<file path="config.mk">
export PLATFORM = sky130hd
export DESIGN_NAME = u2b_decode
export DESIGN_NICKNAME = d
export VERILOG_FILES = /design/src/rtl/u2b_pkg.sv /design/src/rtl/u2b_decode.sv
export SDC_FILE = /design/constraint.sdc
export NUM_CORES = 1
export LEC_CHECK = 0
export ABC_AREA = 1
export CORE_UTILIZATION = 50
export CTS_BUF_LIST = sky130_fd_sc_hd__clkbuf_4
export DETAILED_ROUTE_END_ITERATION = 10
export DONT_BUFFER_PORTS = 1
export SLEW_MARGIN = 20
export SYNTH_ARGS = -nofsm -noshare
export SYNTH_HDL_FRONTEND = slang
export SYNTH_SLANG_ARGS = --single-unit
</file>
<file path="constraint.sdc">
create_clock -name clk -period 17.6 [get_ports clk]
set_clock_uncertainty 0.05 [all_clocks]
set_input_delay 0.88 -clock clk [delete_from_list [all_inputs] [get_ports clk]]
set_output_delay 0.88 -clock clk [all_outputs]
set_load 0.05 [all_outputs]
</file>
<file path="src/rtl/u2b_pkg.sv">
// Shared types and decode functions for the UTF-8 to BMP code point decoder.
`timescale 1ns / 1ps
package u2b_pkg;

	localparam int unsigned MaxResults = 3;
	localparam int unsigned PendDepth  = 3;
	localparam logic [20:0] BmpMax     = 21'h00FFFF;

	typedef struct packed {
		logic [7:0] byte_value;
		logic       end_of_string;
	} in_item_t;

	typedef struct packed {
		logic [15:0] code_point;
		logic        last_of_run;
	} out_item_t;

	typedef struct packed {
		logic [1:0]                  count;
		logic [MaxResults-1:0][15:0] cp;
	} res_set_t;

	// Sequence length given by a lead byte, 0 for an invalid lead.
	function automatic logic [2:0] lead_len(input logic [7:0] b);
		logic [2:0] l;
		unique case (b) inside
			8'b0???????: l = 3'd1;
			8'b110?????: l = 3'd2;
			8'b1110????: l = 3'd3;
			8'b11110???: l = 3'd4;
			default:     l = 3'd0;
		endcase
		return l;
	endfunction

	// Join a lead and its following bytes; w[0] is the lead.
	function automatic logic [20:0] assemble(input logic [3:0][7:0] w, input logic [2:0] l);
		logic [20:0] cp;
		case (l)
			3'd1:    cp = {13'd0, w[0]};
			3'd2:    cp = {10'd0, w[0][4:0], w[1][5:0]};
			3'd3:    cp = {5'd0, w[0][3:0], w[1][5:0], w[2][5:0]};
			default: cp = {w[0][2:0], w[1][5:0], w[2][5:0], w[3][5:0]};
		endcase
		return cp;
	endfunction

endpackage

</file>
<file path="src/rtl/u2b_decode.sv">
// Sequence state and single-pass decode of one byte into up to three code points.
`timescale 1ns / 1ps
module u2b_decode import u2b_pkg::*; (
	input  logic       clk,
	input  logic       arst_n,
	input  logic       take,
	input  logic [7:0] byte_value,
	input  logic       end_of_string,
	output res_set_t   res,
	output logic [1:0] pend_count
);

	logic [PendDepth-1:0][7:0] pend_q;
	logic [1:0]                cnt_q;
	logic [2:0]                slen_q;

	logic [3:0][7:0] buf_w;
	logic [3:0][7:0] win;
	logic [2:0]      len;
	logic [2:0]      l;
	logic [2:0]      idx;
	logic [2:0]      rem;
	logic [20:0]     cp;
	logic [1:0]      n;
	logic            pend_we;
	logic [1:0]      pend_idx;
	logic [1:0]      cnt_d;
	logic [2:0]      slen_d;

	always_comb begin
		for (int k = 0; k < PendDepth; k++) begin
			buf_w[k] = (3'(k) < {1'b0, cnt_q}) ? pend_q[k] : byte_value;
		end
		buf_w[3] = byte_value;
		len      = {1'b0, cnt_q} + 3'd1;
		res      = '0;
		n        = 2'd0;
		idx      = 3'd0;
		win      = buf_w;
		l        = 3'd0;
		rem      = 3'd0;
		cp       = '0;
		pend_we  = 1'b0;
		pend_idx = cnt_q;
		cnt_d    = cnt_q;
		slen_d   = slen_q;

		if (end_of_string) begin
			// Rescan held bytes and this byte as a complete string.
			for (int p = 0; p < 4; p++) begin
				if (idx == 3'(p) && 3'(p) < len) begin
					win = buf_w >> (8 * p);
					l   = lead_len(win[0]);
					rem = len - 3'(p);
					if (l != 3'd0 && l <= rem) begin
						cp = assemble(win, l);
						if (cp <= BmpMax && n != 2'd3) begin
							res.cp[n] = cp[15:0];
							n         = n + 2'd1;
						end
						idx = 3'(p) + l;
					end else begin
						idx = 3'(p) + 3'd1;
					end
				end
			end
			cnt_d  = 2'd0;
			slen_d = 3'd0;
		end else if (cnt_q == 2'd0) begin
			l = lead_len(byte_value);
			if (l == 3'd1) begin
				res.cp[0] = {8'd0, byte_value};
				n         = 2'd1;
			end else if (l != 3'd0) begin
				pend_we  = 1'b1;
				pend_idx = 2'd0;
				cnt_d    = 2'd1;
				slen_d   = l;
			end
		end else if (len >= slen_q) begin
			cp = assemble(buf_w, len);
			if (cp <= BmpMax) begin
				res.cp[0] = cp[15:0];
				n         = 2'd1;
			end
			cnt_d  = 2'd0;
			slen_d = 3'd0;
		end else begin
			pend_we = 1'b1;
			cnt_d   = cnt_q + 2'd1;
		end
		res.count = n;
	end

	always_ff @(posedge clk or negedge arst_n) begin
		if (!arst_n) begin
			cnt_q  <= 2'd0;
			slen_q <= 3'd0;
		end else if (take) begin
			cnt_q  <= cnt_d;
			slen_q <= slen_d;
		end
	end

	always_ff @(posedge clk) begin
		if (take && pend_we) begin
			pend_q[pend_idx] <= byte_value;
		end
	end

	assign pend_count = cnt_q;

endmodule

</file>
==> impl_metrics.yaml, run 1 <==
status:
  outcome: "complete, no violations"
clocking:
  numCtsBuffers: 5
  cts_max_level: 2
  insertion_delay_ns: 0.34
  cts_setup_buffers: 0
  cts_resized: 0
  cts_buffer_depth: 2
  clkTransAtPathRegs_ns: 0.10
  cts_root_buffer: "clkbuf_4"
  ctsHoldBuffers: 0
  clock-sinks: 29
  cts_tree: "done"
logic_synthesis:
  synthArstFlopShare_pct: 17.2
  yosysUniqueCellTypes: 50
  synth_top_flop_cell: "edfxtp_1"
  yosysTopAreaCell: "edfxtp_1"
  ys_seq_elements: 29
  yosysTopAreaCellShare_pct: 13.7
  synthesis.area_sq_mm: 0.00526
  synth-seq-area-share_pct: 16.1
  synth_edf_count: 24
  yosys-top-cells-area: "edfxtp_1 14%, nand2_1 14%, inv_1 8.6%, nand3_1 8.5%, nor2_1 7.6%"
  syn_inst: 890
  synth_nets: 932
  synth_warnings: 0
  synth_area_per_cell_sq_um: 5.91
run:
  cap_violations: 0
worst_setup_path:
  crit_slowest_cell: "dfrtp_1"
  cp.arrival_ns: 9.35
  timing.rr.end: "pend_q[6]$_DFFE_PP_"
  rrSetupSlack_ns: 13.36
  cp-end-kind: "output pin"
  crit_top_cell: "inv_1"
  cp.required_ns: 16.67
  cp_max_fo: 26
  critical_path_class: "flip-flop to output pin"
  r2r_cells: 10
  max_stage_delay_ns: 1.01
  critPathLaunchType: "flip-flop"
  r2r-start: "pend_count[0]$_DFFE_PN0P_"
timing:
  fin_setup_tns_ns: 0
  hold_violations: 0
  clock.fmax_mhz: 97.3
  layout_min_cycle_time_ns: 10.28
  tightest_slew_ns: 1.02
  drv_slew: 0
  timing.slew.headroom_pct: 32.0
  setup_viol: 0
  fin_crit_sh_pct: 58.4
  rsz0062_at_grt: "no"
pwr:
  cellPowerDensity_mw_per_mm2: 132
  p_leak_nw: 2.46
  vdd_drop_max_uv: 78.9
placed_design:
  gp_congestion: 1.12
  portBuffers: 0
  hpwl_mm: 16.9
  dp_cells: 986
floorplanning:
  die_h_um: 105
  die_w_um: 105
  initial_core_util_pct: 51.2
  dieArea_sq_mm: 0.0109
  core_area_sq_mm: 0.0103
  io_pins: 64
  rows: 37
global_route:
  overflow: 0
  grt_antenna_before_repair: 0
  grt_pass1_vias: 5979
  grt_pass1_wl_mm: 33.4
  grt_max_degree: 39
  grt_use_total_pct: 39.7
cells_and_area:
  nets: 899
  fillers: 1113
  layout-drive-gt1-share_pct: 5.83
  syn2layout_area_growth_pct: 1.14
  diodes: 0
  multi_input_area_sq_mm: 0.00369
  ff_latch_area_sq_um: 846
  instances_no_fill: 994
drt:
  vias_per_cell: 6.70
  drcViolationCount: 0
  vias: 6657
  routed_wl_mm: 22.4
  firstDrtPassIters: 6
  wl_per_cell_um: 22.5
  drt_iter0_drc: 1151
  ant_nets: 0
hold_path:
  hold_path_class: "primary input to async pin"
-- power breakdown --
group	switching, mW	total (mW)	leakage [nW]	internal (mW)
registers	0.0110	0.0900	0.283	0.0790
logic	0.424	0.556	2.14	0.132
clock network	0.0252	0.0546	0.0389	0.0294
-- cell usage in the layout (no fill, tap or decap), drive strengths merged --
cell	Yosys	routed
a31oi	3	3
clkinvlp	0	1
xor2	1	1
dfrtp	5	5
o21ai	72	72
a22oi	8	8
o2111ai	7	7
o221ai	9	9
nor3b	1	1
nor3	7	7
nor2	115	115
o41ai	1	1
xnor2	1	1
nand4	23	23
o21bai	16	16
nand2	198	198
nor4	1	1
or2	6	6
bufinv	0	1
inv	129	129
a21oi	22	22
a221oi	3	3
edfxtp	24	24
clkinv	2	3
and3	2	2
o211ai	6	6
clkbuf	19	5
nand3	91	91
nand3b	2	2
o22ai	51	51
a2bb2oi	1	1
buf	27	6
o21a	1	1
ha	30	30
a211oi	6	6
-- Yosys cell counts, types with 8 or more instances --
library cell    n
nand2_1       191
inv_1         121
nor2_1        107
nand3_1        89
o21ai_0        53
o22ai_1        51
ha_1           30
edfxtp_1       24
a21oi_1        22
nand4_1        22
clkbuf_1       19
o21ai_1        17
buf_2          15
o21bai_1       15
o221ai_1        9
a22oi_1         8
inv_2           8
-- layer usage --
layer / GRT usage (%) / share of wire (%) / up-vias
met5: 0 / 0 / -
met4: 18.1 / 4.7 / 0
met3: 9.79 / 14 / 96
met2: 59.5 / 42 / 592
met1: 53.4 / 39 / 3006
li1: - / - / 2963
-- sequential cells by signal, indices dropped and copies added, names as in the netlist --
register	count
pend_count	2
pend_q	24
slen_q	3
-- worst max-delay path: cells and delay by family (launching register included) --
| family | cells | cell delay, ns |
|---|---|---|
| DFF | 1 | 1.01 |
| and+or+nand+nor | 14 | 3.11 |
| buffers and inverters | 7 | 1.29 |
| adders and majority gates | 5 | 1.61 |
| AOI/OAI and AO/OA | 4 | 1.96 |
-- how the worst max path moves through the flow --
stage,startpoint,endpoint,cells after the start
2_1_floorplan,pend_count[0]$_DFFE_PN0P_,res[31],35
3_3_place_gp,pend_count[0]$_DFFE_PN0P_,res[10],29
3_5_place_dp,pend_count[0]$_DFFE_PN0P_,res[7],29
4_1_cts,pend_count[0]$_DFFE_PN0P_,res[7],29
5_1_grt,pend_count[0]$_DFFE_PN0P_,res[28],30
6_report,pend_count[0]$_DFFE_PN0P_,res[28],30
-- area by class of cell --
| class | count | area share [%] |
|---|---|---|
| repair buffers | 6 | 0.847 |
| flip-flops and latches | 29 | 15.9 |
| multi-input cells | 684 | 69.3 |
| clock inverters | 3 | 0.776 |
| clock buffers | 5 | 0.706 |
| well taps | 136 | 3.20 |
| inverters | 131 | 9.24 |
-- per-stage QoR --
| stage | util (%) | setup slack, ns | cell area (sq um) | power (mW) | hold WS, ns |
|---|---|---|---|---|---|
| after floorplan | - | 10.15 | 5260 | 0.494 | 0.424 |
| after global placement | 50.9 | 8.07 | 5230 | 0.617 | 0.447 |
| after detailed placement | 50.9 | 7.77 | 5230 | 0.620 | 0.486 |
| after CTS | 51.7 | 7.39 | 5310 | 0.675 | 0.166 |
| after global routing | 51.8 | 6.86 | 5320 | 0.739 | 0.154 |
| final | 51.8 | 7.32 | 5320 | 0.701 | 0.171 |
-- logic make-up after synthesis --
group                    Yosys count  synth area share [%]
flip-flops                        29                  16.1
AO/OA/AOI/OAI                    206                  24.4
adder cells (fa/ha/maj)           30                  7.14
buffers and inverters            177                  14.0
XOR/XNOR                           2                 0.333
AND/OR/NAND/NOR                  446                  38.1
Power figures use the tool's default switching activity.
==> run 2, diff against run 1 <==
- ABC_AREA: 1 -> 0
- clock period: 17.6 -> 9.69 ns (I/O delays scaled with it)
==> impl_metrics.yaml, run 2 <==
logic_synthesis:
  synth_nets: 684
  synth_edf_count: 24
  yosys-top-cells-area: "edfxtp_1 14%, ha_1 7.5%, nor2_1 5.8%, mux2i_1 5.2%, a222oi_1 5.0%"
  ys_seq_elements: 29
  syn_inst: 642
  yosysUniqueCellTypes: 78
  synth-seq-area-share_pct: 16.8
  synth_warnings: 0
  synthAdderAreaFrac_pct: 7.48
  synth_area_per_cell_sq_um: 7.82
  synth_top_flop_cell: "edfxtp_1"
  yosysMostFrequentCell: "nor2_1"
  yosysTopAreaCell: "edfxtp_1"
  synthesis.area_sq_mm: 0.00502
  yosysTopAreaCellShare_pct: 14.4
  synth_compound_area_share_pct: 33.3
  synth_top_family_by_area: "compound AO/OA/AOI/OAI gates"
  synth_xor_area_share_pct: 0.872
  synth_common_cells: "78 x nor2_1, 48 x nand2_1, 38 x a21oi_1"
  synth-simple-area-share_pct: 21.0
  synthArstFlopShare_pct: 17.2
  synth_mux_area_share_pct: 13.7
floorplanning:
  core_area_sq_mm: 0.00973
  die_h_um: 102
  dieArea_sq_mm: 0.0104
  rows: 36
  io_pins: 64
  initial_core_util_pct: 51.6
  die_w_um: 102
pwr:
  seq_power_share_pct: 12.7
  p_sw_share_pct: 54.5
  vdd_drop_max_uv: 101
  p_int_uw: 517
  cellPowerDensity_mw_per_mm2: 200
  power_frac_comb_pct: 78.3
  p_clk_share_pct: 9.0
  p_leak_nw: 2.27
  power.switching_uw: 620
global_route:
  grt_pass1_wl_mm: 31.6
  overflow: 0
  grt_use_total_pct: 40.4
  grt_antenna_before_repair: 0
  grt_pass1_vias: 5555
  grt_max_degree: 31
clocking:
  cts_setup_buffers: 0
  insertion_delay_ns: 0.35
  clock-sinks: 29
  numCtsBuffers: 5
  clkTransAtPathRegs_ns: 0.11
  cts_buffer_depth: 2
  cts_max_level: 2
  cts_tree: "done"
  cts_root_buffer: "clkbuf_4"
timing:
  setup_viol: 0
  fin_setup_tns_ns: 0
  fin_crit_sh_pct: 94.2
  drv_slew: 0
  rsz0062_at_grt: "no"
  tightest_slew_ns: 0.990
  layout_min_cycle_time_ns: 9.12
  timing.slew.headroom_pct: 33.5
  hold_violations: 0
  clock.fmax_mhz: 110
  hold_ws_ns: 0.155
placed_design:
  hpwl_mm: 15.0
  portBuffers: 0
  gp_congestion: 1.01
  dp_cells: 778
worst_setup_path:
  cp.required_ns: 9.16
  cp_max_fo: 13
  critical_path_class: "flip-flop to output pin"
  cp.arrival_ns: 8.59
  critPathLaunchType: "flip-flop"
  cp-end-kind: "output pin"
status:
  outcome: "complete, no violations"
cells_and_area:
  nets: 695
  diodes: 0
  instances_no_fill: 787
  final_common_cell: "nor2_1"
  syn2layout_area_growth_pct: 13.2
  final_cell_mix: "78 x nor2_1, 48 x nand2_1, 46 x buf_4"
  regMostFlops: "pend_q"
  fillers: 910
  largest_reg_flops: 24
  layout-drive-gt1-share_pct: 17.7
drt:
  wl_per_cell_um: 26.2
  vias: 5816
  vias_per_cell: 7.39
  ant_nets: 0
  firstDrtPassIters: 8
  routed_wl_mm: 20.6
  drcViolationCount: 0
  drt_iter0_drc: 912
hold_path:
  hold_path_class: "primary input to flip-flop"
run:
  cap_violations: 0
[run 2: what timing repair did]
action	in CTS	in global routing
hold endpoints to repair	5	0
setup endpoints to repair	0	38
hold buffers	1	0
resized for setup	0	5
[run 2: final cells by class]
| type | instances | area (sq um) | share of cell area, % |
|---|---|---|---|
| multi-input combinational | 534 | 3900 | 68.7 |
| clock buffer | 5 | 37.5 | 0.661 |
| timing repair buffer | 59 | 596 | 10.5 |
| clock inverter | 3 | 41.3 | 0.727 |
| tap | 133 | 166 | 2.93 |
| sequential | 29 | 846 | 14.9 |
| inverter | 24 | 90.1 | 1.59 |
[run 2: through the flow]
stage	utilization (%)	area, sq um	setup slack (ns)	power [mW]
after CTS	58.1	5650	0.258	1.11
final	58.4	5680	0.567	1.14
after floorplan	-	5020	0.740	0.761
after global placement	57.1	5560	1.10	0.995
after detailed placement	57.2	5560	0.685	1.00
after global routing	58.4	5680	0.0380	1.20
[run 2: path summary, 6_finish.rpt]
| kind | from | end | slack (ns) | cells after the start |
|---|---|---|---|---|
| worst max-delay path | pend_count[0]$_DFFE_PN0P_ | res[5] | 0.57 | 27 |
| worst min register to register | slen_q[1]$_DFFE_PN0P_ | slen_q[1]$_DFFE_PN0P_ | 0.47 | 1 |
| worst min-delay path | end_of_string | pend_count[0]$_DFFE_PN0P_ | 0.15 | 1 |
| max in group asynchronous | arst_n | slen_q[1]$_DFFE_PN0P_ | 9.03 | 1 |
| min in group asynchronous | arst_n | pend_count[1]$_DFFE_PN0P_ | 0.36 | 1 |
| worst max register to register | pend_count[1]$_DFFE_PN0P_ | pend_q[5]$_DFFE_PP_ | 6.46 | 9 |
[run 2: power groups by stage]
| stage | clock network (mW) | registers, mW | logic, mW |
|---|---|---|---|
| floorplan | 0 | 0.158 | 0.603 |
| global placement | 0 | 0.147 | 0.848 |
| CTS | 0.104 | 0.144 | 0.858 |
| finish | 0.102 | 0.145 | 0.890 |
| global route | 0.111 | 0.145 | 0.943 |
| detailed placement | 0 | 0.147 | 0.853 |
[run 2: cells by family (layout without fill, tap and decap cells)]
kind of cell | count (synthesis) | in the layout
compound gates | 219 | 219
xor+xnor | 5 | 5
fa+ha+maj | 30 | 30
buf+inv | 79 | 91
flops | 29 | 29
mux | 63 | 63
simple gates | 217 | 217
[run 2: critical path: stages (launching register included)]
cell	delay (ns)
dfrtp_1	0.40
inv_1	0.21
ha_2	0.40
mux2_1	0.50
nor3_1	0.26
ha_1	0.32
nor3b_1	0.16
o21ai_0	0.31
a21oi_1	0.11
a2111o_1	0.39
inv_2	0.22
ha_1	0.28
a21oi_1	0.34
inv_1	0.13
ha_1	0.22
a2111o_1	0.34
a211oi_1	0.31
o21ai_0	0.24
nor3_4	0.40
mux2i_1	0.34
inv_1	0.12
ha_1	0.19
nand4b_1	0.18
a311oi_2	0.54
nand4_2	0.42
o21ai_2	0.43
a221o_1	0.30
buf_12	0.16
[run 2: per-layer routing]
metal | routed length (um) | up-vias | global-route usage [%]
met4 | 1080 | 0 | 21.6
met3 | 2240 | 89 | 9.23
met1 | 8140 | 2764 | 52.5
met2 | 9130 | 430 | 62.1
li1 | - | 2533 | -
met5 | 0 | - | 0
